File: src/hw/rtl/length_prefixed_key_table_defines.svh
// Assertion macros used by the key table sequencer RTL.
`ifndef LENGTH_PREFIXED_KEY_TABLE_DEFINES_SVH
`define LENGTH_PREFIXED_KEY_TABLE_DEFINES_SVH

// Condition holds at every clock edge out of reset.
`define LPKT_ASSERT_ALWAYS(label, cond, msg) \
  label: assert property (@(posedge clk) disable iff (rst) (cond)) else $error(msg);

// Same-cycle implication.
`define LPKT_ASSERT_IMPLIES(label, ante, cons, msg) \
  label: assert property (@(posedge clk) disable iff (rst) (ante) |-> (cons)) else $error(msg);

// Next-cycle implication.
`define LPKT_ASSERT_NEXT(label, ante, cons, msg) \
  label: assert property (@(posedge clk) disable iff (rst) (ante) |=> (cons)) else $error(msg);

`endif

File: src/hw/rtl/lpkt_pkg.sv
// Types and constants for the length-prefixed key table.
package lpkt_pkg;

  localparam int LEN_W = 8;

  localparam logic CMD_INSERT = 1'b0;
  localparam logic CMD_LOOKUP = 1'b1;

  localparam logic [1:0] ST_OK       = 2'd0;
  localparam logic [1:0] ST_FULL     = 2'd1;
  localparam logic [1:0] ST_KEY_LONG = 2'd2;

  typedef enum logic [2:0] {
    S_COLLECT,
    S_INS_HDR,
    S_INS_COPY,
    S_SCAN_RD,
    S_SCAN_LEN,
    S_CMP,
    S_RESULT
  } state_t;

  typedef struct packed {
    logic       valid;
    logic       found;
    logic [1:0] status;
  } res_t;

endpackage

File: src/hw/rtl/lpkt_seq.sv
// Sequencer: key collection, insert copy and linear table scan.
`include "length_prefixed_key_table_defines.svh"

module lpkt_seq #(
  parameter int TABLE_BYTES   = 4096,
  parameter int MAX_KEY_BYTES = 255,
  parameter int AW            = $clog2(TABLE_BYTES),
  parameter int KW            = (MAX_KEY_BYTES > 1) ? $clog2(MAX_KEY_BYTES) : 1
) (
  input  logic                 clk,
  input  logic                 rst,
  input  logic                 in_valid,
  output logic                 in_stall,
  input  logic                 cmd,
  input  logic [7:0]           key_byte,
  input  logic                 key_last,
  input  logic                 res_ready,
  output lpkt_pkg::res_t       res,
  output logic                 tbl_we,
  output logic [AW-1:0]        tbl_waddr,
  output logic [7:0]           tbl_wdata,
  output logic [AW-1:0]        tbl_raddr,
  input  logic [7:0]           tbl_rdata,
  output logic                 kb_we,
  output logic [KW-1:0]        kb_waddr,
  output logic [7:0]           kb_wdata,
  output logic [KW-1:0]        kb_raddr,
  input  logic [7:0]           kb_rdata
);
  import lpkt_pkg::*;

  localparam int CW = $clog2(TABLE_BYTES + 1);
  localparam int PW = $clog2(TABLE_BYTES + 257);

  state_t             state, state_next;
  logic [CW-1:0]      fill, fill_next;
  logic [PW-1:0]      pos, pos_next;
  logic [AW-1:0]      tptr, tptr_next;
  logic [LEN_W-1:0]   kidx, kidx_next;
  logic [LEN_W-1:0]   ent_len, ent_len_next;
  logic [LEN_W-1:0]   key_len, key_len_next;
  logic               key_ovf, key_ovf_next;
  logic               res_found, res_found_next;
  logic [1:0]         res_status, res_status_next;

  logic               acc;
  logic               has_room;
  logic               ovf_now;
  logic [LEN_W-1:0]   len_fin;
  logic               fits;
  logic               scan_end;
  logic               hit_len;
  logic               byte_eq;
  logic               cmp_last;
  logic               copy_last;
  logic [PW-1:0]      pos_skip_rd;
  logic [PW-1:0]      pos_skip_ent;

  assign acc       = in_valid && (state == S_COLLECT);
  assign in_stall  = (state != S_COLLECT);
  assign has_room  = key_len < LEN_W'(MAX_KEY_BYTES);
  assign ovf_now   = key_ovf || !has_room;
  assign len_fin   = key_len + LEN_W'(1);
  assign fits      = ({1'b0, fill} + (CW+1)'(len_fin) + (CW+1)'(1))
                     <= (CW+1)'(TABLE_BYTES);
  assign scan_end  = pos >= PW'(fill);
  assign pos_skip_rd  = pos + PW'(tbl_rdata) + PW'(1);
  assign pos_skip_ent = pos + PW'(ent_len) + PW'(1);
  assign hit_len   = (tbl_rdata == key_len) && (pos_skip_rd <= PW'(fill));
  assign byte_eq   = tbl_rdata == kb_rdata;
  assign cmp_last  = kidx == (ent_len - LEN_W'(1));
  assign copy_last = kidx == (key_len - LEN_W'(1));

  // next state
  always_comb begin
    state_next = state;
    unique case (state)
      S_COLLECT: begin
        if (acc && key_last) begin
          if (ovf_now) begin
            state_next = S_RESULT;
          end else if (cmd == CMD_INSERT) begin
            state_next = fits ? S_INS_HDR : S_RESULT;
          end else begin
            state_next = S_SCAN_RD;
          end
        end
      end
      S_INS_HDR:  state_next = S_INS_COPY;
      S_INS_COPY: state_next = copy_last ? S_RESULT : S_INS_COPY;
      S_SCAN_RD:  state_next = scan_end ? S_RESULT : S_SCAN_LEN;
      S_SCAN_LEN: state_next = hit_len ? S_CMP : S_SCAN_RD;
      S_CMP: begin
        if (!byte_eq) begin
          state_next = S_SCAN_RD;
        end else if (cmp_last) begin
          state_next = S_RESULT;
        end else begin
          state_next = S_CMP;
        end
      end
      S_RESULT:   state_next = res_ready ? S_COLLECT : S_RESULT;
      default:    state_next = S_COLLECT;
    endcase
  end

  // datapath and memory controls
  always_comb begin
    fill_next       = fill;
    pos_next        = pos;
    tptr_next       = tptr;
    kidx_next       = kidx;
    ent_len_next    = ent_len;
    key_len_next    = key_len;
    key_ovf_next    = key_ovf;
    res_found_next  = res_found;
    res_status_next = res_status;
    tbl_we          = 1'b0;
    tbl_waddr       = tptr;
    tbl_wdata       = kb_rdata;
    tbl_raddr       = pos[AW-1:0];
    kb_we           = 1'b0;
    kb_waddr        = key_len[KW-1:0];
    kb_wdata        = key_byte;
    kb_raddr        = '0;
    res.valid       = 1'b0;
    res.found       = res_found;
    res.status      = res_status;
    unique case (state)
      S_COLLECT: begin
        if (acc) begin
          if (has_room) begin
            kb_we        = 1'b1;
            key_len_next = len_fin;
          end else begin
            key_ovf_next = 1'b1;
          end
          if (key_last) begin
            pos_next       = '0;
            res_found_next = 1'b0;
            if (ovf_now) begin
              res_status_next = ST_KEY_LONG;
            end else if (cmd == CMD_INSERT && !fits) begin
              res_status_next = ST_FULL;
            end else begin
              res_status_next = ST_OK;
            end
          end
        end
      end
      S_INS_HDR: begin
        tbl_we    = 1'b1;
        tbl_waddr = fill[AW-1:0];
        tbl_wdata = key_len;
        tptr_next = fill[AW-1:0] + AW'(1);
        kidx_next = '0;
      end
      S_INS_COPY: begin
        tbl_we    = 1'b1;
        tptr_next = tptr + AW'(1);
        kidx_next = kidx + LEN_W'(1);
        kb_raddr  = kidx_next[KW-1:0];
        if (copy_last) begin
          fill_next = fill + CW'(key_len) + CW'(1);
        end
      end
      S_SCAN_RD: begin
        tbl_raddr = pos[AW-1:0];
      end
      S_SCAN_LEN: begin
        ent_len_next = tbl_rdata;
        if (hit_len) begin
          tbl_raddr = AW'(pos + PW'(1));
          tptr_next = AW'(pos + PW'(2));
          kb_raddr  = '0;
          kidx_next = '0;
        end else begin
          pos_next = pos_skip_rd;
        end
      end
      S_CMP: begin
        if (!byte_eq) begin
          pos_next = pos_skip_ent;
        end else if (cmp_last) begin
          res_found_next = 1'b1;
        end else begin
          tbl_raddr = tptr;
          tptr_next = tptr + AW'(1);
          kidx_next = kidx + LEN_W'(1);
          kb_raddr  = kidx_next[KW-1:0];
        end
      end
      S_RESULT: begin
        res.valid = 1'b1;
        if (res_ready) begin
          key_len_next = '0;
          key_ovf_next = 1'b0;
        end
      end
      default: begin
      end
    endcase
  end

  always_ff @(posedge clk) begin
    if (rst) begin
      state   <= S_COLLECT;
      fill    <= '0;
      key_len <= '0;
      key_ovf <= 1'b0;
    end else begin
      state   <= state_next;
      fill    <= fill_next;
      key_len <= key_len_next;
      key_ovf <= key_ovf_next;
    end
  end

  always_ff @(posedge clk) begin
    pos        <= pos_next;
    tptr       <= tptr_next;
    kidx       <= kidx_next;
    ent_len    <= ent_len_next;
    res_found  <= res_found_next;
    res_status <= res_status_next;
  end

  `LPKT_ASSERT_ALWAYS(a_fill_bound, fill <= CW'(TABLE_BYTES), "fill cursor past table end")
  `LPKT_ASSERT_ALWAYS(a_key_len_bound, key_len <= LEN_W'(MAX_KEY_BYTES), "key length past limit")
  `LPKT_ASSERT_IMPLIES(a_found_ok, res.valid && res.found, res.status == ST_OK, "found with error")
  `LPKT_ASSERT_NEXT(a_fill_hold, state != S_INS_COPY, $stable(fill), "fill moved outside insert")
  `LPKT_ASSERT_NEXT(a_key_clear, state == S_RESULT && res_ready, key_len == '0 && !key_ovf,
                    "key state not cleared after result")

endmodule

File: config.mk
export PLATFORM = sky130hd
export DESIGN_NAME = lpkt_seq
export DESIGN_NICKNAME = d
export VERILOG_FILES = /design/src/hw/rtl/lpkt_pkg.sv /design/src/hw/rtl/lpkt_seq.sv
export VERILOG_INCLUDE_DIRS = /design/src /design/src/hw/rtl
export SDC_FILE = /design/constraint.sdc
export NUM_CORES = 1
export LEC_CHECK = 0
export BUFFER_PORTS_ARGS = -buffer_cell sky130_fd_sc_hd__buf_2
export CAP_MARGIN = 25
export CORE_ASPECT_RATIO = 0.5
export CORE_MARGIN = 1.5
export CORE_UTILIZATION = 50
export CTS_CLUSTER_DIAMETER = 30
export CTS_CLUSTER_SIZE = 28
export DETAILED_ROUTE_END_ITERATION = 10
export GPL_TIMING_DRIVEN = 0
export HOLD_SLACK_MARGIN = 0.02
export PLACE_DENSITY = 0.73
export SLEW_MARGIN = 20
export SYNTH_ARGS = -nofsm -noshare
export SYNTH_HDL_FRONTEND = slang
export SYNTH_SLANG_ARGS = --single-unit
File: constraint.sdc
create_clock -name clk -period 4.9 [get_ports clk]
set_input_delay 0 -clock clk [delete_from_list [all_inputs] [get_ports clk]]
set_output_delay 0 -clock clk [all_outputs]
set_load 0.05 [all_outputs]
==> results.yml, run 1 <==
floorplan:
  start_util_pct: 52.2
  core_um2: 13800
  die_y_um: 87.9
  core.rowCount: 30
  dieWidth_um: 173
  ios: 93
  dieArea_um2: 15200
cells_and_area:
  area_growth_pct: 17.0
  drive_above_1_share_pct: 17.7
  stdcell_count: 1182
  diodes: 0
  fillers: 1238
  nets: 1084
routing:
  vias: 7266
  antenna_left: 0
  wl_per_cell_um: 20.1
  finalWirelength_um: 23800
  dr_wl_met2_um: 10100
  first_iter_violations: 807
  highest_layer: "met4"
  route.detailed.drc: 0
  dr_wl_met3_um: 2780
  via_per_inst: 6.15
  met1_length_um: 10400
  first_pass_iters: 5
place:
  io_buffers: 84
  placed_cells: 1146
  gp_congestion: 0.950
  dp_hpwl_um: 18200
synthesis:
  synth_cell_type_count: 72
  synth_common_cells: "nor2_1, ha_1, nand2_1, xnor2_1, o21ai_0"
  avgSynthCellArea_um2: 8.30
  ys_warn_count: 0
  yosys.area.top_type: "edfxtp_1"
  async_reset_ff_share_pct: 0
  synth_area_leaders: "edfxtp_1, ha_1, dfxtp_1"
  synth_edf_count: 44
  ys_ff_latch: 69
  synth-seq-area-share_pct: 25.3
  ys.flop_type: "edfxtp_1"
  synthesis.area_um2: 7210
  syn_inst: 868
  netlist.area_leader.share_pct: 18.3
  syn-num-nets: 967
  synth_most_common_cell: "nor2_1"
sta:
  fin_worst_skew_ns: 0.0124
  holdWs_ns: 0.207
  setup_viol: 0
  max_slew.worst_pin.slew_ns: 0.959
  post-route-min-period_ns: 4.74
  hold_violations: 0
  period_share_pct: 96.8
  fmax_mhz: 211
  relSlewSlack_pct: 36.1
  final_max_slew_viol_count: 0
global_routing:
  grt_max_degree: 18
  grt_pass1_vias: 6662
  grt_antenna_before_repair: 0
  grt_overflow: 0
  grt_pass1_wl_um: 36300
  track_usage_pct: 31.2
hold_path:
  holdCritPathClass: "input pin to register"
  min_path_cells: 3
setup_path:
  endpoint_kind: "primary output"
  crit_type: "register to primary output"
  crit_path_start_kind: "register"
  worstPathMaxFanout: 7
  reg2reg_slack_ns: 0.20
  arrival_ns: 4.74
  required_ns: 4.90
  reg2reg_depth: 21
clock_tree:
  clk-insertion-delay-late_ns: 0.35
  htree_levels: 3
  clk_pin_slew_ns: 0.06
  cts_sinks: 69
  clockBufferDepth: 2
  cts_tree: "yes"
  cts_root_buf: "clkbuf_16"
  cts_made_buffers: 9
power_and_ir_drop:
  vdd_ir_drop_max_mv: 0.202
  p_leak_nw: 3.46
  p_per_area_nw_per_um2: 283
status:
  status: "finished clean"
flow_run:
  cap_violations: 0
==> report_power, final <==
part | switching (mW) | internal, mW | leakage [nW]
Sequential | 0.0659 | 0.683 | 0.619
Clock | 0.284 | 0.396 | 0.142
Combinational | 0.630 | 0.327 | 2.70
==> cell type report <==
type / count / area, µm² / area share, %
Multi-Input combinational cell: 712 / 5070 / 60.1
Buffer: 49 / 236 / 2.81
Clock inverter: 7 / 73.8 / 0.876
Clock buffer: 9 / 225 / 2.67
Inverter: 38 / 143 / 1.69
Sequential cell: 69 / 1820 / 21.6
Tap cell: 192 / 240 / 2.85
Timing Repair Buffer: 106 / 621 / 7.36
==> placed cells by master, fill, tap and decap left out, drive strengths merged, types with 6 or more instances in the layout <==
cell type,netlist,layout
a211oi,17,17
a21o,12,12
a21oi,45,45
a22oi,6,6
a31oi,6,6
and2,14,14
and3,14,14
buf,20,112
clkbuf,29,40
dfxtp,25,25
dlygate4sd3,0,12
edfxtp,44,44
ha,65,65
inv,36,38
mux2,21,21
mux2i,14,14
nand2,54,54
nand3,27,27
nand3b,6,6
nand4,10,10
nor2,100,100
nor2b,18,18
nor3,23,23
nor3b,6,6
nor4,7,7
o211ai,8,8
o21a,12,12
o21ai,47,47
o22ai,7,7
or2,8,8
xnor2,54,54
xor2,32,32
==> worst max-delay path, stage by stage (launching register included) <==
cell	delay, ns
edfxtp_1	0.41
inv_2	0.12
ha_1	0.18
inv_1	0.06
fa_1	0.39
a21o_1	0.19
a21oi_2	0.18
nor2b_1	0.08
o21ai_2	0.16
nor2b_2	0.20
xnor2_2	0.15
ha_1	0.27
a211o_1	0.30
o211ai_1	0.10
a21oi_1	0.13
o41ai_4	0.29
and2_0	0.18
buf_2	0.18
nand3_1	0.11
a21o_1	0.21
a221o_1	0.30
clkbuf_4	0.22
==> metal layers <==
layer  global-route usage [%]  up-vias
met5                        0        -
met4                     8.54        0
met3                     10.1       48
met2                     47.9      382
met1                     42.5     3434
li1                         -     3402
==> flip-flops by register name, indices dropped and copies added, names as in the netlist <==
signal,count
key_ovf,1
fill,13
state,3
res_found,1
pos,13
kb_waddr,8
res_status,2
ent_len,8
kidx,8
tptr,12
==> cell families after synthesis <==
family          Yosys count  share of synthesized area (%)
fa+ha+maj                69                           12.4
buf+inv                  87                           5.26
simple gates            308                           21.2
mux                      35                           5.23
flops                    69                           25.3
compound gates          214                           20.1
xor+xnor                 86                           10.5
==> stage by stage <==
| stage | instance area (µm²) | utilization [%] | worst slack [ns] | TNS (ns) | total power, mW |
|---|---|---|---|---|---|
| 4_1_cts | 8380 | 60.6 | 0.0431 | 0 | 2.36 |
| 6_report | 8430 | 61.0 | 0.159 | 0 | 2.39 |
| 3_5_place_dp | 7900 | 57.2 | -0.456 | -10.20 | 1.67 |
| 5_1_grt | 8430 | 61.0 | -0.0439 | -0.329 | 2.48 |
| 3_3_place_gp | 7880 | 57.0 | -0.592 | -17.72 | 1.64 |
| 2_1_floorplan | 7210 | - | 0.0425 | 0 | 1.43 |
==> what timing repair did <==
action,4_1_cts,5_1_grt
setup endpoints to repair,45,43
cloned,0,0
hold buffers,12,0
hold endpoints to repair,14,0
resized for setup,4,9
setup buffers,5,2
pin swaps,1,2
==> worst paths after layout <==
| check | startpoint | to |
|---|---|---|
| worst max-delay path | pos[0]$_DFFE_PP_ | tbl_raddr[4] |
| worst min-delay path | key_last | res_status[0]$_SDFFCE_PP0P_ |
| worst max register to register | pos[0]$_DFFE_PP_ | tptr[2]$_DFFE_PP_ |
| worst min register to register | fill[12]$_SDFFE_PP0P_ | fill[12]$_SDFFE_PP0P_ |
Note: power is estimated with default switching activity, not from simulation.
==> inputs of run 2 (changes only) <==
==> constraint.sdc (replaced) <==
create_clock -name clk -period 3.9 [get_ports clk]
set_input_delay 0 -clock clk [delete_from_list [all_inputs] [get_ports clk]]
set_output_delay 0 -clock clk [all_outputs]
set_load 0.05 [all_outputs]
==> results.yml, run 2 (synthesis results as in run 1) <==
status:
  status: "finished with violations"
  violations: "setup timing"
place:
  io_buffers: 84
  pre_cts_ws_ns: -1.17
  dp_hpwl_um: 18300
  gp_congestion: 0.950
  placed_cells: 1145
floorplan:
  ios: 93
  die_y_um: 87.9
  core.rowCount: 30
  core_um2: 13800
  dieWidth_um: 173
  dieArea_um2: 15200
  start_util_pct: 52.2
global_routing:
  grt_pass1_vias: 6874
  grt_antenna_before_repair: 0
  grt_max_degree: 18
  grt_pass1_wl_um: 38500
  grt_overflow: 0
  track_usage_pct: 33.2
cells_and_area:
  largestRegisters: "fill (13), pos (13), tptr (12)"
  stdcell_count: 1208
  area_growth_pct: 26.9
  fillers: 1162
  nets: 1110
  drive_above_1_share_pct: 24.2
  final_cell_mix: "nor2_1, buf_2, ha_1, xnor2_1, nand2_1"
  layout_commonest_cell: "nor2_1"
  diodes: 0
setup_path:
  reg2reg_depth: 23
  r2r_start: "pos[0]$_DFFE_PP_"
  worstPathMaxFanout: 6
  crit_type: "register to primary output"
  required_ns: 3.90
  reg2reg_slack_ns: -0.75
  crit_path_start_kind: "register"
  arrival_ns: 4.70
  endpoint_kind: "primary output"
  r2r-end: "tptr[1]$_DFFE_PP_"
sta:
  max_slew.worst_pin.slew_ns: 1.00
  rsz0062_at_grt: "true"
  relSlewSlack_pct: 32.7
  post-route-min-period_ns: 4.70
  period_share_pct: 121
  final_max_slew_viol_count: 0
  setup_viol: 47
  hold_violations: 0
  fin_worst_skew_ns: 0.0138
  worst_slack_ns: -0.805
  fmax_mhz: 213
clock_tree:
  clk-insertion-delay-late_ns: 0.35
  clk_pin_slew_ns: 0.06
  clockBufferDepth: 2
  cts_root_buf: "clkbuf_16"
  cts_made_buffers: 9
  cts_sinks: 69
  htree_levels: 3
  cts_tree: "yes"
power_and_ir_drop:
  vdd_ir_drop_max_mv: 0.251
  p_int_mw: 1.92
  p_per_area_nw_per_um2: 354
  p_leak_nw: 3.78
  pwr-share-comb_pct: 43.2
  switching_share_pct: 40.6
  p_switching_mw: 1.31
  p_seq_share_pct: 29.3
  clock_power_share_pct: 27.6
routing:
  first_iter_violations: 914
  antenna_left: 0
  route.detailed.drc: 0
  finalWirelength_um: 25500
  first_pass_iters: 5
  wl_per_cell_um: 21.1
  vias: 7602
  via_per_inst: 6.29
hold_path:
  holdPathEnd: "res_status[1]$_SDFFCE_PP1P_"
  hold_start: "key_last"
  min_path_cells: 3
  holdCritPathClass: "input pin to register"
flow_run:
  cap_violations: 0
## run 2: area by class of cell
| class | count | area [µm²] | share of cell area, % |
|---|---|---|---|
| multi-input cells | 713 | 5410 | 59.1 |
| flip-flops and latches | 69 | 1820 | 20.0 |
| repair buffers | 131 | 971 | 10.6 |
| clock buffers | 10 | 250 | 2.74 |
| plain buffers | 49 | 241 | 2.64 |
| well taps | 192 | 240 | 2.63 |
| inverters | 38 | 143 | 1.56 |
| clock inverters | 6 | 67.6 | 0.739 |
## run 2: repair_timing
item	CTS	global route
pin swaps	19	19
gates resized for setup	49	37
endpoints found under the setup margin	47	48
gates cloned	2	0
endpoints found under the hold margin	14	0
buffers inserted	29	5
hold buffers	12	0
## run 2: power groups by stage
stage | clock [mW] | combinational, mW | sequential (mW)
2_1_floorplan | 0 | 0.895 | 0.937
3_3_place_gp | 0 | 1.14 | 0.960
3_5_place_dp | 0 | 1.16 | 0.962
4_1_cts | 0.894 | 1.33 | 0.937
5_1_grt | 0.915 | 1.48 | 0.949
6_report | 0.892 | 1.40 | 0.947
## run 2: worst max path at each step
stage	slack, ns	start	cells past startpoint	endpoint
2_1_floorplan	-0.28	pos[0]$_DFFE_PP_	20	tbl_raddr[10]
3_3_place_gp	-1.09	pos[1]$_DFFE_PP_	14	kidx[2]$_SDFFCE_PP0P_
3_5_place_dp	-1.17	pos[1]$_DFFE_PP_	16	kidx[2]$_SDFFCE_PP0P_
4_1_cts	-0.57	pos[0]$_DFFE_PP_	22	tbl_raddr[4]
5_1_grt	-0.85	pos[0]$_DFFE_PP_	24	tbl_raddr[4]
6_report	-0.80	pos[0]$_DFFE_PP_	21	tbl_raddr[4]
## run 2: worst max-delay path, stage by stage, from the launching register on
cell,delay [ns]
edfxtp_1,0.41
inv_2,0.11
ha_4,0.14
inv_2,0.03
fa_2,0.33
a21o_1,0.18
a21oi_2,0.20
nor2b_2,0.08
o21ai_2,0.18
buf_4,0.15
a21oi_4,0.07
nand2_2,0.10
xnor2_2,0.14
ha_1,0.30
a211o_1,0.30
o41ai_4,0.49
and2_0,0.19
buf_4,0.15
nand3_1,0.11
a21o_1,0.18
a221o_2,0.36
buf_8,0.16
## run 2: metal layers
metal / GRT usage (%) / vias up / wire, µm
li1: - / 3466 / -
met1: 45.8 / 3618 / 10800
met2: 52.3 / 468 / 11000
met3: 8.85 / 50 / 3290
met4: 7.83 / 0 / 416
met5: 0 / - / 0
## run 2: per-stage QoR
step	util (%)	TNS [ns]	instance area, µm²	hold WS, ns	total power, mW
global route	66.2	-31.22	9140	0.252	3.34
CTS	64.8	-16.95	8940	0.210	3.16
detailed placement	58.0	-41.96	8010	0.267	2.12
finish	66.2	-28.18	9140	0.238	3.24
global placement	57.9	-38.98	8000	0.254	2.10
floorplan	-	-6.46	7340	0.0728	1.83
